--- src/design/sfrp_pkg.sv ---
// Package for the sensor frame ring parser: item structs, FSM state type,
// command/status codes, header bytes and default sizes. No dependencies.
package sfrp_pkg;

    // Default sizes, handed to the top level parameters
    localparam int RING_BYTES_DEF  = 24;
    localparam int FRAME_BYTES_DEF = 24;

    // Checksum accumulator: up to 257 bytes of 255 stay below 2^16
    localparam int SUM_W = 16;

    // Frame layout: three big-endian words start at byte 4
    localparam int PM_FIRST = 4;
    localparam int PM_BYTES = 6;

    localparam logic [7:0] HDR_FIRST  = 8'h42;  // 'B'
    localparam logic [7:0] HDR_SECOND = 8'h4D;  // 'M'

    localparam logic CMD_WRITE  = 1'b0;
    localparam logic CMD_SAMPLE = 1'b1;

    localparam logic [1:0] STAT_OK      = 2'd0;
    localparam logic [1:0] STAT_NO_HDR  = 2'd1;
    localparam logic [1:0] STAT_BAD_SUM = 2'd2;

    typedef struct packed {
        logic       cmd;
        logic [7:0] rx_byte;
    } t_in_item;

    typedef struct packed {
        logic [1:0]  status;
        logic [15:0] pm_small;
        logic [15:0] pm_fine;
        logic [15:0] pm_coarse;
    } t_out_item;

    typedef enum logic [1:0] {
        ST_IDLE,
        ST_SCAN,
        ST_FRAME
    } t_state;

endpackage

--- src/design/sensor_frame_ring_parser_core.sv ---
// Top level of the sensor frame ring parser: command sequencer and checksum.
// Depends on sfrp_pkg and sfrp_ring.
//
//  channel | ports                          | direction | flow control
//  --------+--------------------------------+-----------+---------------------------
//  item in | start, i_item (cmd, rx_byte)   | in        | taken when start & !busy
//  result  | o_done, o_result (status, pm_*)| out       | one-cycle strobe, no stall
//
// A byte write (cmd 0) leaves busy low and no result follows.
// A sample request (cmd 1) scans ring slots from 0 for 'B', then streams
// FRAME_BYTES bytes from there through the single ring read port.
// The result strobe o_done is high in the first cycle with busy low again; a
// new item may be started in that same cycle. The receiver cannot hold a
// result off.
// Reset (synchronous, active low) clears the ring through per-slot valid bits,
// the write slot and the retained concentration words; no clearing pass.
module sensor_frame_ring_parser_core
    import sfrp_pkg::*;
#(
    parameter int RING_BYTES  = RING_BYTES_DEF,
    parameter int FRAME_BYTES = FRAME_BYTES_DEF
) (
    input  logic      i_clk,
    input  logic      i_rst_n,
    input  logic      start,
    output logic      busy,
    input  t_in_item  i_item,
    output logic      o_done,
    output t_out_item o_result
);

    localparam int AW = $clog2(RING_BYTES);
    localparam int OW = $clog2(FRAME_BYTES + 1);
    localparam logic [AW-1:0] LAST_SLOT = AW'(RING_BYTES - 1);
    localparam logic [OW-1:0] OFF_END   = OW'(FRAME_BYTES);
    localparam logic [OW-1:0] OFF_CHK_H = OW'(FRAME_BYTES - 2);
    localparam logic [OW-1:0] OFF_CHK_L = OW'(FRAME_BYTES - 1);
    localparam logic [OW-1:0] OFF_HDR2  = OW'(1);
    localparam logic [OW-1:0] OFF_PM_LO = OW'(PM_FIRST);
    localparam logic [OW-1:0] OFF_PM_HI = OW'(PM_FIRST + PM_BYTES - 1);

    t_state r_state, n_state;

    // ring port
    logic          wr_en;
    logic          rd_en;
    logic [AW-1:0] rd_addr;
    logic [7:0]    rd_data;

    // control
    logic [AW-1:0] r_wslot;
    logic          r_pend;      // read data for r_pidx / r_roff arrives this cycle
    logic          r_scan_last; // last slot already issued during scan
    logic [AW-1:0] r_idx;       // next scan slot
    logic [AW-1:0] r_pidx;      // slot of the data now returning
    logic [AW-1:0] r_ptr;       // next frame slot (wrapping)
    logic [OW-1:0] r_off;       // next frame offset to issue
    logic [OW-1:0] r_roff;      // frame offset of returning data
    logic          r_done;
    t_out_item     r_out;

    // frame datapath
    logic [SUM_W-1:0] r_sum;
    logic [7:0]       r_chk_hi;
    logic             r_hdr_ok;
    logic [7:0]       r_pm_b [PM_BYTES];
    logic [15:0]      r_last_small, r_last_fine, r_last_coarse;

    logic accept;
    logic hit;
    logic scan_miss;
    logic frame_end;
    logic sum_ok;
    logic [AW-1:0] ptr_inc;

    assign accept    = start && !busy;
    assign hit       = (r_state == ST_SCAN) && r_pend && (rd_data == HDR_FIRST);
    assign scan_miss = (r_state == ST_SCAN) && r_pend && !hit && (r_pidx == LAST_SLOT);
    assign frame_end = (r_state == ST_FRAME) && r_pend && (r_roff == OFF_CHK_L);
    assign sum_ok    = (r_sum == {r_chk_hi, rd_data});
    assign ptr_inc   = (r_ptr == LAST_SLOT) ? '0 : r_ptr + AW'(1);

    // ---------------------------------------------------------------
    // Ring storage. Writes happen only in idle, reads only while busy,
    // so the same slot is never written and read in one cycle.
    // ---------------------------------------------------------------
    sfrp_ring #(
        .DEPTH (RING_BYTES),
        .AW    (AW)
    ) u_ring (
        .i_clk     (i_clk),
        .i_rst_n   (i_rst_n),
        .i_wr_en   (wr_en),
        .i_wr_addr (r_wslot),
        .i_wr_data (i_item.rx_byte),
        .i_rd_en   (rd_en),
        .i_rd_addr (rd_addr),
        .o_rd_data (rd_data)
    );

    // ---------------------------------------------------------------
    // Next state
    // ---------------------------------------------------------------
    always_comb begin
        n_state = r_state;
        case (r_state)
            ST_IDLE: begin
                if (accept && i_item.cmd == CMD_SAMPLE) begin
                    n_state = ST_SCAN;
                end
            end
            ST_SCAN: begin
                if (hit) begin
                    n_state = ST_FRAME;
                end else if (scan_miss) begin
                    n_state = ST_IDLE;
                end
            end
            ST_FRAME: begin
                if (frame_end) begin
                    n_state = ST_IDLE;
                end
            end
            default: n_state = ST_IDLE;
        endcase
    end

    // ---------------------------------------------------------------
    // State outputs: ring port control
    // ---------------------------------------------------------------
    always_comb begin
        wr_en   = 1'b0;
        rd_en   = 1'b0;
        rd_addr = r_idx;
        case (r_state)
            ST_IDLE: begin
                wr_en = accept && (i_item.cmd == CMD_WRITE);
            end
            ST_SCAN: begin
                // stop issuing once a header is seen
                rd_en   = !r_scan_last && !hit;
                rd_addr = r_idx;
            end
            ST_FRAME: begin
                rd_en   = (r_off != OFF_END);
                rd_addr = r_ptr;
            end
            default: begin
                rd_en = 1'b0;
            end
        endcase
    end

    assign busy = (r_state != ST_IDLE);

    // ---------------------------------------------------------------
    // Control registers
    // ---------------------------------------------------------------
    always_ff @(posedge i_clk) begin
        if (!i_rst_n) begin
            r_state       <= ST_IDLE;
            r_wslot       <= '0;
            r_pend        <= 1'b0;
            r_scan_last   <= 1'b0;
            r_done        <= 1'b0;
            r_last_small  <= '0;
            r_last_fine   <= '0;
            r_last_coarse <= '0;
        end else begin
            r_state <= n_state;
            r_done  <= 1'b0;
            r_pend  <= rd_en;

            if (wr_en) begin
                r_wslot <= (r_wslot == LAST_SLOT) ? '0 : r_wslot + AW'(1);
            end

            if (r_state == ST_IDLE) begin
                r_scan_last <= 1'b0;
            end else if (r_state == ST_SCAN && rd_en && r_idx == LAST_SLOT) begin
                r_scan_last <= 1'b1;
            end

            if (scan_miss) begin
                r_done <= 1'b1;
            end

            if (frame_end) begin
                r_done <= 1'b1;
                if (r_hdr_ok && sum_ok) begin
                    r_last_small  <= {r_pm_b[0], r_pm_b[1]};
                    r_last_fine   <= {r_pm_b[2], r_pm_b[3]};
                    r_last_coarse <= {r_pm_b[4], r_pm_b[5]};
                end
            end
        end
    end

    // ---------------------------------------------------------------
    // Datapath registers (no reset needed)
    // ---------------------------------------------------------------
    always_ff @(posedge i_clk) begin
        if (r_state == ST_IDLE) begin
            r_idx <= '0;
        end else if (r_state == ST_SCAN && rd_en && r_idx != LAST_SLOT) begin
            r_idx <= r_idx + AW'(1);
        end

        if (r_state == ST_SCAN && rd_en) begin
            r_pidx <= r_idx;
        end

        if (hit) begin
            // frame starts at the 'B' slot
            r_ptr    <= r_pidx;
            r_off    <= '0;
            r_sum    <= '0;
            r_hdr_ok <= 1'b0;
        end else if (r_state == ST_FRAME) begin
            if (rd_en) begin
                r_ptr  <= ptr_inc;
                r_off  <= r_off + OW'(1);
                r_roff <= r_off;
            end
            if (r_pend) begin
                if (r_roff == OFF_HDR2) begin
                    r_hdr_ok <= (rd_data == HDR_SECOND);
                end
                if (r_roff < OFF_CHK_H) begin
                    r_sum <= r_sum + SUM_W'(rd_data);
                end
                if (r_roff inside {[OFF_PM_LO:OFF_PM_HI]}) begin
                    r_pm_b[3'(r_roff - OFF_PM_LO)] <= rd_data;
                end
                if (r_roff == OFF_CHK_H) begin
                    r_chk_hi <= rd_data;
                end
            end
        end

        if (scan_miss) begin
            r_out.status    <= STAT_NO_HDR;
            r_out.pm_small  <= r_last_small;
            r_out.pm_fine   <= r_last_fine;
            r_out.pm_coarse <= r_last_coarse;
        end else if (frame_end) begin
            if (!r_hdr_ok) begin
                r_out.status    <= STAT_NO_HDR;
                r_out.pm_small  <= r_last_small;
                r_out.pm_fine   <= r_last_fine;
                r_out.pm_coarse <= r_last_coarse;
            end else if (sum_ok) begin
                r_out.status    <= STAT_OK;
                r_out.pm_small  <= {r_pm_b[0], r_pm_b[1]};
                r_out.pm_fine   <= {r_pm_b[2], r_pm_b[3]};
                r_out.pm_coarse <= {r_pm_b[4], r_pm_b[5]};
            end else begin
                r_out.status    <= STAT_BAD_SUM;
                r_out.pm_small  <= r_last_small;
                r_out.pm_fine   <= r_last_fine;
                r_out.pm_coarse <= r_last_coarse;
            end
        end
    end

    assign o_done   = r_done;
    assign o_result = r_out;

    // ---------------------------------------------------------------
    // Assertions
    // ---------------------------------------------------------------
    a_done_pulse: assert property (@(posedge i_clk) disable iff (!i_rst_n)
        o_done |=> !o_done)
        else $error("result strobe held longer than one cycle");

    a_status_code: assert property (@(posedge i_clk) disable iff (!i_rst_n)
        o_done |-> (o_result.status == STAT_OK || o_result.status == STAT_NO_HDR ||
                    o_result.status == STAT_BAD_SUM))
        else $error("undefined status code reported");

    a_sample_busy: assert property (@(posedge i_clk) disable iff (!i_rst_n)
        (start && !busy && i_item.cmd == CMD_SAMPLE) |=> busy)
        else $error("sample request did not start the scan");

    a_write_quiet: assert property (@(posedge i_clk) disable iff (!i_rst_n)
        (start && !busy && i_item.cmd == CMD_WRITE) |=> (!busy && !o_done))
        else $error("byte write caused busy or a result");

endmodule

--- src/design/sfrp_ring.sv ---
// Byte ring storage: one write port, one registered read port.
// Per-entry valid bits give zero for slots never written since reset.
// Depends on sfrp_pkg for the default depth.
module sfrp_ring
    import sfrp_pkg::*;
#(
    parameter int DEPTH = RING_BYTES_DEF,
    parameter int AW    = $clog2(DEPTH)
) (
    input  logic          i_clk,
    input  logic          i_rst_n,
    input  logic          i_wr_en,
    input  logic [AW-1:0] i_wr_addr,
    input  logic [7:0]    i_wr_data,
    input  logic          i_rd_en,
    input  logic [AW-1:0] i_rd_addr,
    output logic [7:0]    o_rd_data
);

    logic [7:0]       r_mem [DEPTH];
    logic [DEPTH-1:0] r_valid;
    logic [7:0]       r_rd_data;
    logic             r_rd_valid;

    always_ff @(posedge i_clk) begin
        if (i_wr_en) begin
            r_mem[i_wr_addr] <= i_wr_data;
        end
        if (i_rd_en) begin
            r_rd_data <= r_mem[i_rd_addr];
        end
    end

    always_ff @(posedge i_clk) begin
        if (!i_rst_n) begin
            r_valid    <= '0;
            r_rd_valid <= 1'b0;
        end else begin
            if (i_wr_en) begin
                r_valid[i_wr_addr] <= 1'b1;
            end
            if (i_rd_en) begin
                r_rd_valid <= r_valid[i_rd_addr];
            end
        end
    end

    assign o_rd_data = r_rd_valid ? r_rd_data : 8'd0;

endmodule

--- config.mk ---
export PLATFORM = sky130hd
export DESIGN_NAME = sensor_frame_ring_parser_core
export DESIGN_NICKNAME = d
export VERILOG_FILES = /design/src/design/sfrp_pkg.sv /design/src/design/sensor_frame_ring_parser_core.sv /design/src/design/sfrp_ring.sv
export SDC_FILE = /design/constraint.sdc
export NUM_CORES = 1
export LEC_CHECK = 0
export BUFFER_PORTS_ARGS = -buffer_cell sky130_fd_sc_hd__buf_2
export CORE_MARGIN = 2
export CORE_UTILIZATION = 49
export CTS_BUF_LIST = sky130_fd_sc_hd__clkbuf_8
export DETAILED_ROUTE_END_ITERATION = 8
export PLACE_DENSITY = 0.72
export SYNTH_ARGS = -nofsm -noshare
export SYNTH_HDL_FRONTEND = slang
export SYNTH_SLANG_ARGS = --single-unit
--- constraint.sdc ---
create_clock -name i_clk -period 5.1 [get_ports i_clk]
set_clock_uncertainty 0.15 [all_clocks]
set_input_delay 1.02 -clock i_clk [delete_from_list [all_inputs] [get_ports i_clk]]
set_output_delay 1.02 -clock i_clk [all_outputs]
set_load 0.05 [all_outputs]
; After elaboration in Yosys (flattened, before gate mapping)
; Memory sizes are Yosys's and may differ from the RTL's. A register that Yosys moved wholly into a read port is not among the register bits.
; Cells that the tools add are included.
[word_totals]
n_memories = 2
ramBits = 240
word_cells = 121
reg_bits = 183
out_inout_bits = 52
[classes]
addsub = 6
magnitude_cmp = 6
eq_ne = 17
reduce_logical = 33
muxes = 31
n_bitwise = 4
[mem_list]
columns = memory, depth, width, rd, rd_ports_with_merged_regs, wr, line
row1 = u_ring.r_mem, 24, 8, 1, 1, 1, sfrp_ring.sv:20  ; logic [7:0] r_mem [DEPTH];
row2 = r_pm_b, 6, 8, 6, 0, 1, sensor_frame_ring_parser_core.sv:66  ; logic [7:0] r_pm_b [PM_BYTES];
[ops]
columns = cell, n
row1 = 50-bit 2-to-1 mux, 2
row2 = 48-bit 2-to-1 mux, 2
row3 = "5-bit equality test, second input constant", 6
row4 = 5-bit 2-to-1 mux, 6
row5 = 24-bit OR, 1
row6 = "5-bit by 1-bit adder with 5-bit output, second input constant", 4
row7 = 16-bit by 8-bit adder with 16-bit output, 1
row8 = 16-bit equality test, 1
row9 = "8-bit by 7-bit equality test with 1-bit output, second input constant", 2
row10 = 1-bit logical AND, 16
row11 = "5-bit by 6-bit < comparator with 1-bit output, second input constant", 2
row12 = 1-bit 2-to-1 mux, 12
row13 = 3-bit AND reduction, 4
row14 = "5-bit != test, second input constant", 2
row15 = 2-bit 2-to-1 mux, 4
row16 = 8-bit 2-to-1 mux, 1
row17 = 2-bit nonzero test, 4
row18 = 2-bit one-hot mux with 3 select lines, 1
row19 = 2-bit AND reduction, 3
row20 = 1-bit binary-select mux with 5-bit select, 1
row21 = 1-bit demux with 5-bit select, 1
row22 = "5-bit by 1-bit equality test with 1-bit output, second input constant", 1
row23 = "5-bit by 1-bit >= comparator with 1-bit output, second input constant", 1
row24 = "5-bit by 3-bit >= comparator with 1-bit output, second input constant", 1
row25 = 13 further kinds, 18

; Longest topological paths before layout
; Gate-level depths: netlist (run 1).
[logic_depth]
depth_word = 9
depth_mapped = 12

; Modules after synthesis
; A second synthesis (run 1) with hierarchy kept.
[hier_totals]
cells_unflattened = 1178
area_unflattened_um2 = 17615.6
[by_module_without_submodules]
columns = mod, n_inst, area_each_um2, seq_area_each_um2, cells_each
row1 = sfrp_ring, 1, 8836.0, 6506.2, 464
row2 = sensor_frame_ring_parser_core, 1, 8779.7, 5315.1, 714

; Worst setup path after synthesis (run 1)
; No wires, ideal clock.
[synth_path]
kind = register -> register
startpoint = register u_ring.r_rd_valid
endpoint = register r_out, in the netlist o_result[27] (data pin)
path_buffers = 4
arrival_ns = 2.743
period_less_slack_ns = 3.153
setup_ns = 0.260
stages_incl_launch_ff = 13
required_time_ns = 4.690
setup_slack_ns = 1.947
cell_sequence = dfxtp_1 buf_6 clkbuf_1 and2_1 ha_1 nor4_1 nand2_1 nor4_1 and2_1 and3_4 buf_6 buf_8 mux2_4
[synth_between]
elab_chain_len = 7
elab_cells_between_ends = 11
[synth_lines]
columns = element, line
row1 = from (decl), sfrp_ring.sv:23  ; logic r_rd_valid;
row2 = from (signal assigned), sfrp_ring.sv:43  ; r_rd_valid <= r_valid[i_rd_addr];
row3 = 8-bit 2-to-1 mux (*), sfrp_ring.sv:48  ; assign o_rd_data = r_rd_valid ? r_rd_data : 8'd0;
row4 = via rd_data[7], sensor_frame_ring_parser_core.sv:48  ; logic [7:0] rd_data;
row5 = "parallel branches: the longest is 5 deep, another holds 50-bit 2-to-1 mux", n/a
row6 = 48-bit 2-to-1 mux (*), sensor_frame_ring_parser_core.sv:241  ; if (scan_miss) begin
row7 = to (decl), sensor_frame_ring_parser_core.sv:60  ; t_out_item r_out;
; Mark *: on every way through the listed nets, which the timed path passes. The select of a mux whose other input is x is not followed.
; A chain may end at the register's enable or synchronous reset.

; Worst setup path in the final report (run 1)
[layout_path]
startpoint = register u_ring.r_rd_valid
endpoint = register r_out, in the netlist o_result[4] (data pin)
; The elaborated chain is that of the path after synthesis.

==> results.json, run 1 <==
{
  "synthesis.area_mm2": 0.01779,
  "period_share_pct": 75.79,
  "cts_tree": "built",
  "start_util_pct": 49.89,
  "grt_pass1_vias": 10500,
  "setup_viol": 0,
  "die_area_mm2": 0.03784,
  "hpwlAfterDp_mm": 23.19,
  "synth_top_cells_by_count": "319 x edfxtp_1, 112 x dfxtp_1, 86 x nand2_1",
  "critPathKind": "reg -> reg",
  "clkTransAtPathRegs_ns": 0.05,
  "busiest_layer": "met2",
  "synth_cell_types": 68,
  "overflow": 0,
  "numCtsBuffers": 71,
  "postSynthNetCount": 1232,
  "cp.arrival_ns": 4.04,
  "netlist_instances": 1203,
  "antenna_left": 0,
  "wl_per_cell_um": 20.51,
  "synth_top_cell_by_area": "edfxtp_1",
  "synth_most_common_cell": "edfxtp_1",
  "hold_start": "r_sum[4]",
  "grt_use_met2_pct": 33.69,
  "antenna_found_initial": 1,
  "synth_warnings": 0,
  "fp.dieH_um": 194.5,
  "drtIter0Drc": 645,
  "ff2ff_setup_slack_ns": 1.23,
  "synth_edf_count": 319,
  "synth_top_cells_by_area": "edfxtp_1 54%, dfxtp_1 13%, mux4_2 6.0%",
  "ctsHoldBuffers": 0,
  "use_met3_pct": 3.592,
  "remaining_drc_errors": 0,
  "clockRootBuffer": "clkbuf_8",
  "p_leak_nw": 7.391,
  "row_count": 69,
  "antenna-diode-count": 0,
  "hold_end": "r_sum[4]",
  "hp-class": "reg -> reg",
  "area_growth_pct": 11.14,
  "ys.flop_type": "edfxtp_1",
  "cts_sinks": 431,
  "power.density_mw_per_mm2": 337.4,
  "end_kind": "flop",
  "ir_drop_mv": 0.2827,
  "routed-via-count": 10180,
  "rsz0062_at_grt": "no",
  "required_ns": 5.27,
  "cts_max_level": 3,
  "crit_fanout": 48,
  "cts_buffer_depth": 3,
  "clk_latency_ns": 0.60,
  "io_buffer_count": 63,
  "final_core_utilization_pct": 55.44,
  "core_mm2": 0.03566,
  "grt_max_degree": 60,
  "hold_viol": 0,
  "nets": 1321,
  "gp_congestion": 0.8235,
  "slew_viol_final": 0,
  "worstMarginPinSlew_ns": 1.079,
  "use_met1_pct": 24.94,
  "slew_headroom_pct": 28.05,
  "holdPathStages": 2,
  "rr_worst_depth": 8,
  "drive_above_1_share_pct": 20.79,
  "max_freq_ghz": 0.2587,
  "postSynthAreaPerCell_um2": 14.79,
  "netlist.area_leader.share_pct": 53.85,
  "period_minus_slack_ns": 3.865,
  "die_w_um": 194.5,
  "cts_setup_buffers": 0,
  "cts-resized-gates": 0,
  "track_usage_pct": 19.70,
  "ios": 64,
  "synth_seq_cells": 431,
  "synthArstFlopShare_pct": 0,
  "firstDrtPassIters": 5,
  "start_kind": "flop",
  "r2r-end": "o_result[4]",
  "cap_violations": 0,
  "status": "complete, no violations",
  "tns_ns": 0,
  "viasPerCell": 5.629,
  "grt_pass1_wl_mm": 57.84,
  "routed_wirelength_mm": 37.09,
  "synth_seq_area_share_pct": 66.46,
  "rr_startpoint": "u_ring.r_rd_valid"
}
==> per-layer routing <==
| layer | vias to the layer above | routed length [um] |
|---|---|---|
| met5 | - | 13 |
| met4 | 2 | 1036 |
| met3 | 75 | 2132 |
| met2 | 321 | 18610 |
| met1 | 5034 | 15300 |
| li1 | 4745 | - |
==> layout make-up <==
| type | count | area (um2) |
|---|---|---|
| clock buffer | 73 | 1005 |
| clock inverter | 55 | 277.8 |
| fill | 2838 | 15890 |
| inverter | 18 | 67.56 |
| multi-input combinational | 694 | 5583 |
| sequential | 431 | 11820 |
| tap | 461 | 576.8 |
| timing repair buffer | 76 | 437.9 |
==> cell families after synthesis <==
family          count (synthesis)  synth area share, %
compound gates                175                6.528
xor+xnor                       25                1.231
fa+ha+maj                      17                1.196
buf+inv                        78                2.279
flops                         431                66.46
mux                           159                13.10
simple gates                  318                9.208
==> placed cells by master (no fill, tap or decap), drive strengths merged, types with 9 or more instances in the layout <==
cell type,instances
a21oi,44
nand3,14
o31ai,18
o21ai,26
mux2i,62
nand2b,13
o21a,26
xor2,9
nor2b,56
nand4,10
nand2,86
xnor2,16
buf,76
ha,17
clkinv,15
edfxtp,319
o211ai,18
inv,53
dfxtp,112
and2,17
mux4,47
clkbuf,73
nor2,68
mux2,50
nor3,15
==> worst max-delay path by stage <==
stage / startpoint / end / slack, ns / cells past startpoint
after CTS: u_ring.r_rd_valid / o_result[16] / 1.24 / 8
after global placement: u_ring.r_rd_valid / o_result[23] / 1.32 / 8
after detailed placement: u_ring.r_rd_valid / o_result[22] / 1.26 / 8
final: u_ring.r_rd_valid / o_result[4] / 1.23 / 8
after floorplan: u_ring.r_rd_valid / o_result[27] / 1.95 / 12
after global routing: u_ring.r_rd_valid / o_result[5] / 1.02 / 8
==> through the flow <==
step           hold slack [ns]  worst slack, ns  total power [W]  area (um2)  instances
6_report                0.3060            1.235         0.006670       19770       1808
5_1_grt                 0.3347            1.024         0.006876       19770       1808
4_1_cts                 0.3081            1.242         0.006724       19770       1808
3_5_place_dp            0.3024            1.257         0.004003       18490       1680
3_3_place_gp            0.2913            1.323         0.003998       18490       1680
2_1_floorplan           0.2814            1.947         0.003941       17790       1203
==> sequential cells by signal (all words and copies together), names as in the netlist, 2 cells and up <==
name,flops
r_sum,16
r_idx,5
r_ptr,5
r_wslot,5
o_result,50
u_ring.r_valid,24
r_state,2
r_roff,5
u_ring.r_mem,192
u_ring.r_rd_data,8
r_last_fine,16
r_last_small,16
r_last_coarse,16
r_pm_b,48
r_pidx,5
r_off,5
r_chk_hi,8
==> worst max-delay path: stages (launching register included) <==
cell,delay (ns)
dfxtp_1,0.62
and2_1,0.46
ha_1,0.37
nor4_1,0.20
nand2_1,0.10
nor4_1,0.34
and2_1,0.19
and3_4,0.72
mux2_2,0.41
==> report_power, final <==
part | internal [W] | switching [W] | total [W]
registers | 0.00376 | 0.0000102 | 0.00377
logic | 0.0000518 | 0.000103 | 0.000155
clock network | 0.00139 | 0.00135 | 0.00274
total | 0.00521 | 0.00146 | 0.00667
No activity file was read; power rests on OpenSTA's default activity.
==> run 2: changes to the inputs <==
--- a/config.mk
+++ b/config.mk
@@ -10,7 +10,7 @@
 export CORE_UTILIZATION = 49
 export CTS_BUF_LIST = sky130_fd_sc_hd__clkbuf_8
 export DETAILED_ROUTE_END_ITERATION = 8
-export PLACE_DENSITY = 0.72
+export PLACE_DENSITY = 0.75
 export SYNTH_ARGS = -nofsm -noshare
 export SYNTH_HDL_FRONTEND = slang
 export SYNTH_SLANG_ARGS = --single-unit
==> constraint.sdc (replaced) <==
create_clock -name i_clk -period 3.19 [get_ports i_clk]
set_clock_uncertainty 0.15 [all_clocks]
set_input_delay 0.638 -clock i_clk [delete_from_list [all_inputs] [get_ports i_clk]]
set_output_delay 0.638 -clock i_clk [all_outputs]
set_load 0.05 [all_outputs]
==> results.json, run 2 (synthesis results as in run 1) <==
{
  "status": "complete, no violations",
  "viasPerCell": 5.534,
  "antenna-diode-count": 0,
  "track_usage_pct": 19.58,
  "drive_above_1_share_pct": 23.95,
  "firstDrtPassIters": 5,
  "cts_tree": "built",
  "cts_buffer_depth": 3,
  "p_leak_nw": 7.733,
  "antenna_found_initial": 0,
  "routed-via-count": 10290,
  "hold_end": "u_ring.r_valid[0]",
  "cp_top_family": "multiplexers",
  "regMostFlops": "u_ring.r_mem",
  "ir_drop_mv": 0.6249,
  "required_ns": 3.53,
  "hpwlAfterDp_mm": 23.65,
  "remaining_drc_errors": 0,
  "hold_viol": 0,
  "layout_commonest_cell": "edfxtp_1",
  "rr_startpoint": "r_state[0]",
  "worstMarginPinSlew_ns": 0.7252,
  "path_cells": "inv_1 -> ha_1 -> buf_12 -> mux2i_4 -> buf_12 -> mux4_2 -> nor2b_1 -> a2111oi_2 -> a31oi_1 -> o2bb2ai_1",
  "clkTransAtPathRegs_ns": 0.06,
  "tns_ns": 0,
  "max_freq_ghz": 0.3353,
  "fp.dieH_um": 194.5,
  "hp-class": "reg -> reg",
  "grt_pass1_vias": 10590,
  "clockRootBuffer": "clkbuf_8",
  "routed_wirelength_mm": 36.66,
  "io_buffer_count": 63,
  "crit_buf_inv": 3,
  "area_growth_pct": 14.17,
  "critPathKind": "reg -> reg",
  "core_mm2": 0.03566,
  "slew_headroom_pct": 51.24,
  "p_total_w": 0.01074,
  "crit_fanout": 47,
  "start_kind": "flop",
  "busiest_layer": "met2",
  "crit_slowest_cell": "mux2i_4",
  "antenna_left": 0,
  "drtIter0Drc": 654,
  "cts_max_level": 3,
  "cp.arrival_ns": 3.32,
  "ff2ff_setup_slack_ns": 0.21,
  "grt_pass1_wl_mm": 57.34,
  "clk_latency_ns": 0.62,
  "wl_per_cell_um": 19.71,
  "start_util_pct": 49.89,
  "grt_max_degree": 50,
  "grt_use_met2_pct": 33.77,
  "cpPeakStageDelay_ns": 0.36,
  "use_met1_pct": 23.69,
  "cap_violations": 0,
  "end_kind": "flop",
  "largest_reg_flops": 192,
  "row_count": 69,
  "use_met3_pct": 3.696,
  "rr_worst_depth": 10,
  "hold_start": "u_ring.r_valid[0]",
  "cts_sinks": 431,
  "overflow": 0,
  "setup_viol": 0,
  "die_w_um": 194.5,
  "nets": 1373,
  "numCtsBuffers": 70,
  "crit_path_frequent_cell": "buf_12",
  "die_area_mm2": 0.03784,
  "r2r-end": "u_ring.r_rd_valid",
  "holdPathStages": 1,
  "period_minus_slack_ns": 2.983,
  "power.density_mw_per_mm2": 529.0,
  "period_share_pct": 93.50,
  "mostFrequentLayoutCells": "319 x edfxtp_1, 111 x dfxtp_1, 85 x nand2_1",
  "slew_viol_final": 0,
  "gp_congestion": 0.8320,
  "ios": 64,
  "rsz0062_at_grt": "no"
}
## run 2: cell type report
cell class | count | area (um2)
clock buffer | 79 | 1087
tap | 461 | 576.8
multi-input combinational | 694 | 5590
inverter | 18 | 67.56
sequential | 431 | 11820
clock inverter | 48 | 229.0
timing repair buffer | 129 | 933.4
fill | 2743 | 15350
## run 2: layer usage
metal	wire (um)	vias to the layer above
li1	-	4832
met1	15180	5080
met2	18410	305
met3	1846	76
met4	1221	0
met5	0	-
## run 2: how the worst max path moves through the flow
stage                                    to                start  slack (ns)  cells past startpoint
after global placement         o_result[26]  u_ring.r_rd_data[7]        0.09                      9
final                     u_ring.r_rd_valid           r_state[0]        0.21                     10
after CTS                      o_result[12]  u_ring.r_rd_data[7]        0.05                      9
after floorplan                o_result[27]    u_ring.r_rd_valid        0.04                     12
after global routing      u_ring.r_rd_valid           r_state[0]        0.03                     10
after detailed placement       o_result[26]  u_ring.r_rd_data[7]         0.1                      9
## run 2: stage by stage
stage	utilization [%]	setup WS (ns)	area, um2	hold WS (ns)	std cells
5_1_grt	56.95	0.03254	20310	0.3287	1860
2_1_floorplan	-	0.03654	17790	0.2814	1203
3_5_place_dp	53.19	0.09614	18960	0.2991	1731
6_report	56.95	0.2073	20310	0.3147	1860
3_3_place_gp	53.19	0.09480	18960	0.2919	1731
4_1_cts	56.88	0.04814	20280	0.3069	1858
## run 2: report_power, final
group	total [W]	leakage, nW	switching (W)	internal [W]
clock network	0.00445	0.798	0.00210	0.00235
registers	0.00603	3.92	0.0000145	0.00602
logic	0.000263	3.01	0.000172	0.0000909
total	0.0107	7.73	0.00229	0.00845
## run 2: timing repair
action,4_1_cts,5_1_grt
gates resized for setup,0,3
endpoints found under the setup margin,0,49
hold buffers,0,0
buffers inserted,0,1
hold endpoints to repair,0,0
## run 2: worst register-to-register path, stage by stage (launching register included)
cell and delay, ns:
dfxtp_1 0.31, inv_1 0.10, ha_1 0.30, buf_12 0.26, mux2i_4 0.38, buf_12 0.28
mux4_2 0.35, nor2b_1 0.15, a2111oi_2 0.33, a31oi_1 0.11, o2bb2ai_1 0.14
==> run 3: changes to the inputs <==
--- a/config.mk
+++ b/config.mk
@@ -6,11 +6,14 @@
 export NUM_CORES = 1
 export LEC_CHECK = 0
 export BUFFER_PORTS_ARGS = -buffer_cell sky130_fd_sc_hd__buf_2
+export CELL_PAD_IN_SITES_DETAIL_PLACEMENT = 1
+export CELL_PAD_IN_SITES_GLOBAL_PLACEMENT = 2
 export CORE_MARGIN = 2
-export CORE_UTILIZATION = 49
-export CTS_BUF_LIST = sky130_fd_sc_hd__clkbuf_8
+export CORE_UTILIZATION = 43
+export CTS_BUF_LIST = sky130_fd_sc_hd__clkbuf_2 sky130_fd_sc_hd__clkbuf_4 sky130_fd_sc_hd__clkbuf_8
 export DETAILED_ROUTE_END_ITERATION = 8
-export PLACE_DENSITY = 0.75
+export GPL_ROUTABILITY_DRIVEN = 0
+export PLACE_DENSITY = 0.86
 export SYNTH_ARGS = -nofsm -noshare
 export SYNTH_HDL_FRONTEND = slang
 export SYNTH_SLANG_ARGS = --single-unit
==> results.json, run 3 (synthesis results as in run 1) <==
{
  "status": "complete, no violations",
  "p_int_w": 0.008951,
  "io_buffer_count": 63,
  "die_w_um": 207.4,
  "ios": 64,
  "antenna-diode-count": 0,
  "dp_slack_ns": 0.04637,
  "grt_max_degree": 50,
  "crit_slowest_cell": "edfxtp_1",
  "cp_top_family": "simple AND/OR/NAND/NOR gates",
  "slew_viol_final": 0,
  "holdPathStages": 4,
  "worstMarginPinSlew_ns": 0.7945,
  "final.fill_count": 4009,
  "setup_slack_ns": 0.1235,
  "layout_commonest_cell": "edfxtp_1",
  "grt_pass1_vias": 11530,
  "cts_buffer_depth": 3,
  "cts_max_level": 3,
  "row_count": 74,
  "wl_per_cell_um": 21.78,
  "clkTransAtPathRegs_ns": 0.06,
  "slew_headroom_pct": 47.03,
  "combPwrFrac_pct": 2.4,
  "largest_reg_flops": 192,
  "p_leak_nw": 7.749,
  "numCtsBuffers": 72,
  "tns_ns": 0,
  "cp.depth": 9,
  "remaining_drc_errors": 0,
  "critPathKind": "reg -> reg",
  "clockRootBuffer": "clkbuf_8",
  "cts_tree": "built",
  "fp.dieH_um": 207.4,
  "routed-via-count": 10570,
  "drtIter0Drc": 597,
  "cap_violations": 0,
  "cp.arrival_ns": 3.31,
  "clk_latency_ns": 0.65,
  "die_area_mm2": 0.04301,
  "start_util_pct": 43.56,
  "p_sw_w": 0.002410,
  "viasPerCell": 5.451,
  "core_mm2": 0.04083,
  "path_cells": "and2_1 -> ha_1 -> nor4_2 -> nand2_1 -> nor4_2 -> and2_1 -> and3_4 -> buf_12 -> mux2_2",
  "hp-class": "in -> reg",
  "mostFrequentLayoutCells": "319 x edfxtp_1, 111 x dfxtp_1, 85 x nand2_1",
  "crit_buf_inv": 1,
  "required_ns": 3.43,
  "ctsHoldBuffers": 0,
  "cpPeakStageDelay_ns": 0.40,
  "hpwlAfterDp_mm": 27.75,
  "setup_viol": 0,
  "power_frac_clock_pct": 44.6,
  "cts_sinks": 431,
  "start_kind": "flop",
  "antenna_left": 0,
  "rr_worst_depth": 9,
  "overflow": 0,
  "nets": 1377,
  "area_growth_pct": 15.95,
  "track_usage_pct": 19.87,
  "ir_drop_mv": 0.4834,
  "seqPwrFrac_pct": 53.1,
  "max_freq_ghz": 0.3261,
  "period_share_pct": 96.13,
  "p_total_w": 0.01136,
  "firstDrtPassIters": 5,
  "grt_pass1_wl_mm": 66.12,
  "drive_above_1_share_pct": 26.78,
  "routed_wirelength_mm": 42.25,
  "antenna_found_initial": 2,
  "p_sw_share_pct": 21.22,
  "power.density_mw_per_mm2": 550.9,
  "period_minus_slack_ns": 3.066,
  "end_kind": "flop",
  "crit_fanout": 16,
  "hold_viol": 0,
  "regMostFlops": "u_ring.r_mem"
}
==> run 3: cell types whose count changed in the layout (fill, tap and decap cells not counted), moves of 2 or more <==
| cell | previous run | this run |
|---|---|---|
| buf_4 | 55 | 57 |
| clkbuf_4 | 0 | 36 |
| clkbuf_8 | 79 | 81 |
| clkinv_1 | 3 | 6 |
| clkinv_2 | 5 | 2 |
| clkinvlp_4 | 3 | 5 |
| inv_1 | 53 | 18 |
| inv_6 | 1 | 3 |
==> run 3: layer usage <==
layer  vias up  track usage [%]  share of wire, %  wire, um
met2       212            34.45                52     21790
li1       4846                -                 -         -
met3        80            4.206               4.0      1678
met1      5434            24.35                42     17650
met4         2            7.660               2.7      1128
met5         -                0             0.031        13
==> run 3: path summary, 6_finish.rpt <==
check                                    startpoint                  to  slack (ns)
worst max-delay path            u_ring.r_rd_data[0]         o_result[6]        0.12
worst min-delay path                      i_item[8]          r_wslot[1]        0.30
worst max register to register  u_ring.r_rd_data[0]         o_result[6]        0.12
worst min register to register   u_ring.r_valid[17]  u_ring.r_valid[17]        0.31
==> run 3: worst register-to-register path: stages, from the launching register on <==
cell,delay (ns)
edfxtp_1,0.40
and2_1,0.20
ha_1,0.33
nor4_2,0.29
nand2_1,0.13
nor4_2,0.32
and2_1,0.19
and3_4,0.26
buf_12,0.19
mux2_2,0.35
==> run 3: cell type report <==
type | instances | area, um2 | share of cell area (%)
clock buffers | 117 | 1385 | 6.716
clock inverters | 17 | 126.4 | 0.6128
inverters | 18 | 67.56 | 0.3276
multi-input cells | 694 | 5593 | 27.12
flip-flops and latches | 431 | 11820 | 57.33
well taps | 532 | 665.6 | 3.228
repair buffers | 131 | 963.4 | 4.671
==> run 3: what timing repair did <==
action | CTS | global route
setup endpoints to repair | 0 | 49
resized for setup | 0 | 3
hold endpoints to repair | 0 | 0
buffers inserted | 0 | 0
==> run 3: power by group through the flow <==
stage	registers (W)	clock network (W)	logic, W
floorplan	0.00614	0	0.000158
global placement	0.00614	0	0.000265
detailed placement	0.00615	0	0.000274
CTS	0.00603	0.00520	0.000275
global route	0.00603	0.00545	0.000294
finish	0.00603	0.00506	0.000269
==> run 3: metrics by stage <==
stage	hold WS (ns)	util (%)	area [um2]	instances
final	0.3033	50.51	20620	1940
after global routing	0.3149	50.51	20620	1940
after CTS	0.2382	50.48	20610	1940
after detailed placement	0.2988	46.77	19100	1806
after global placement	0.2921	46.77	19100	1806
after floorplan	0.2814	-	17790	1203
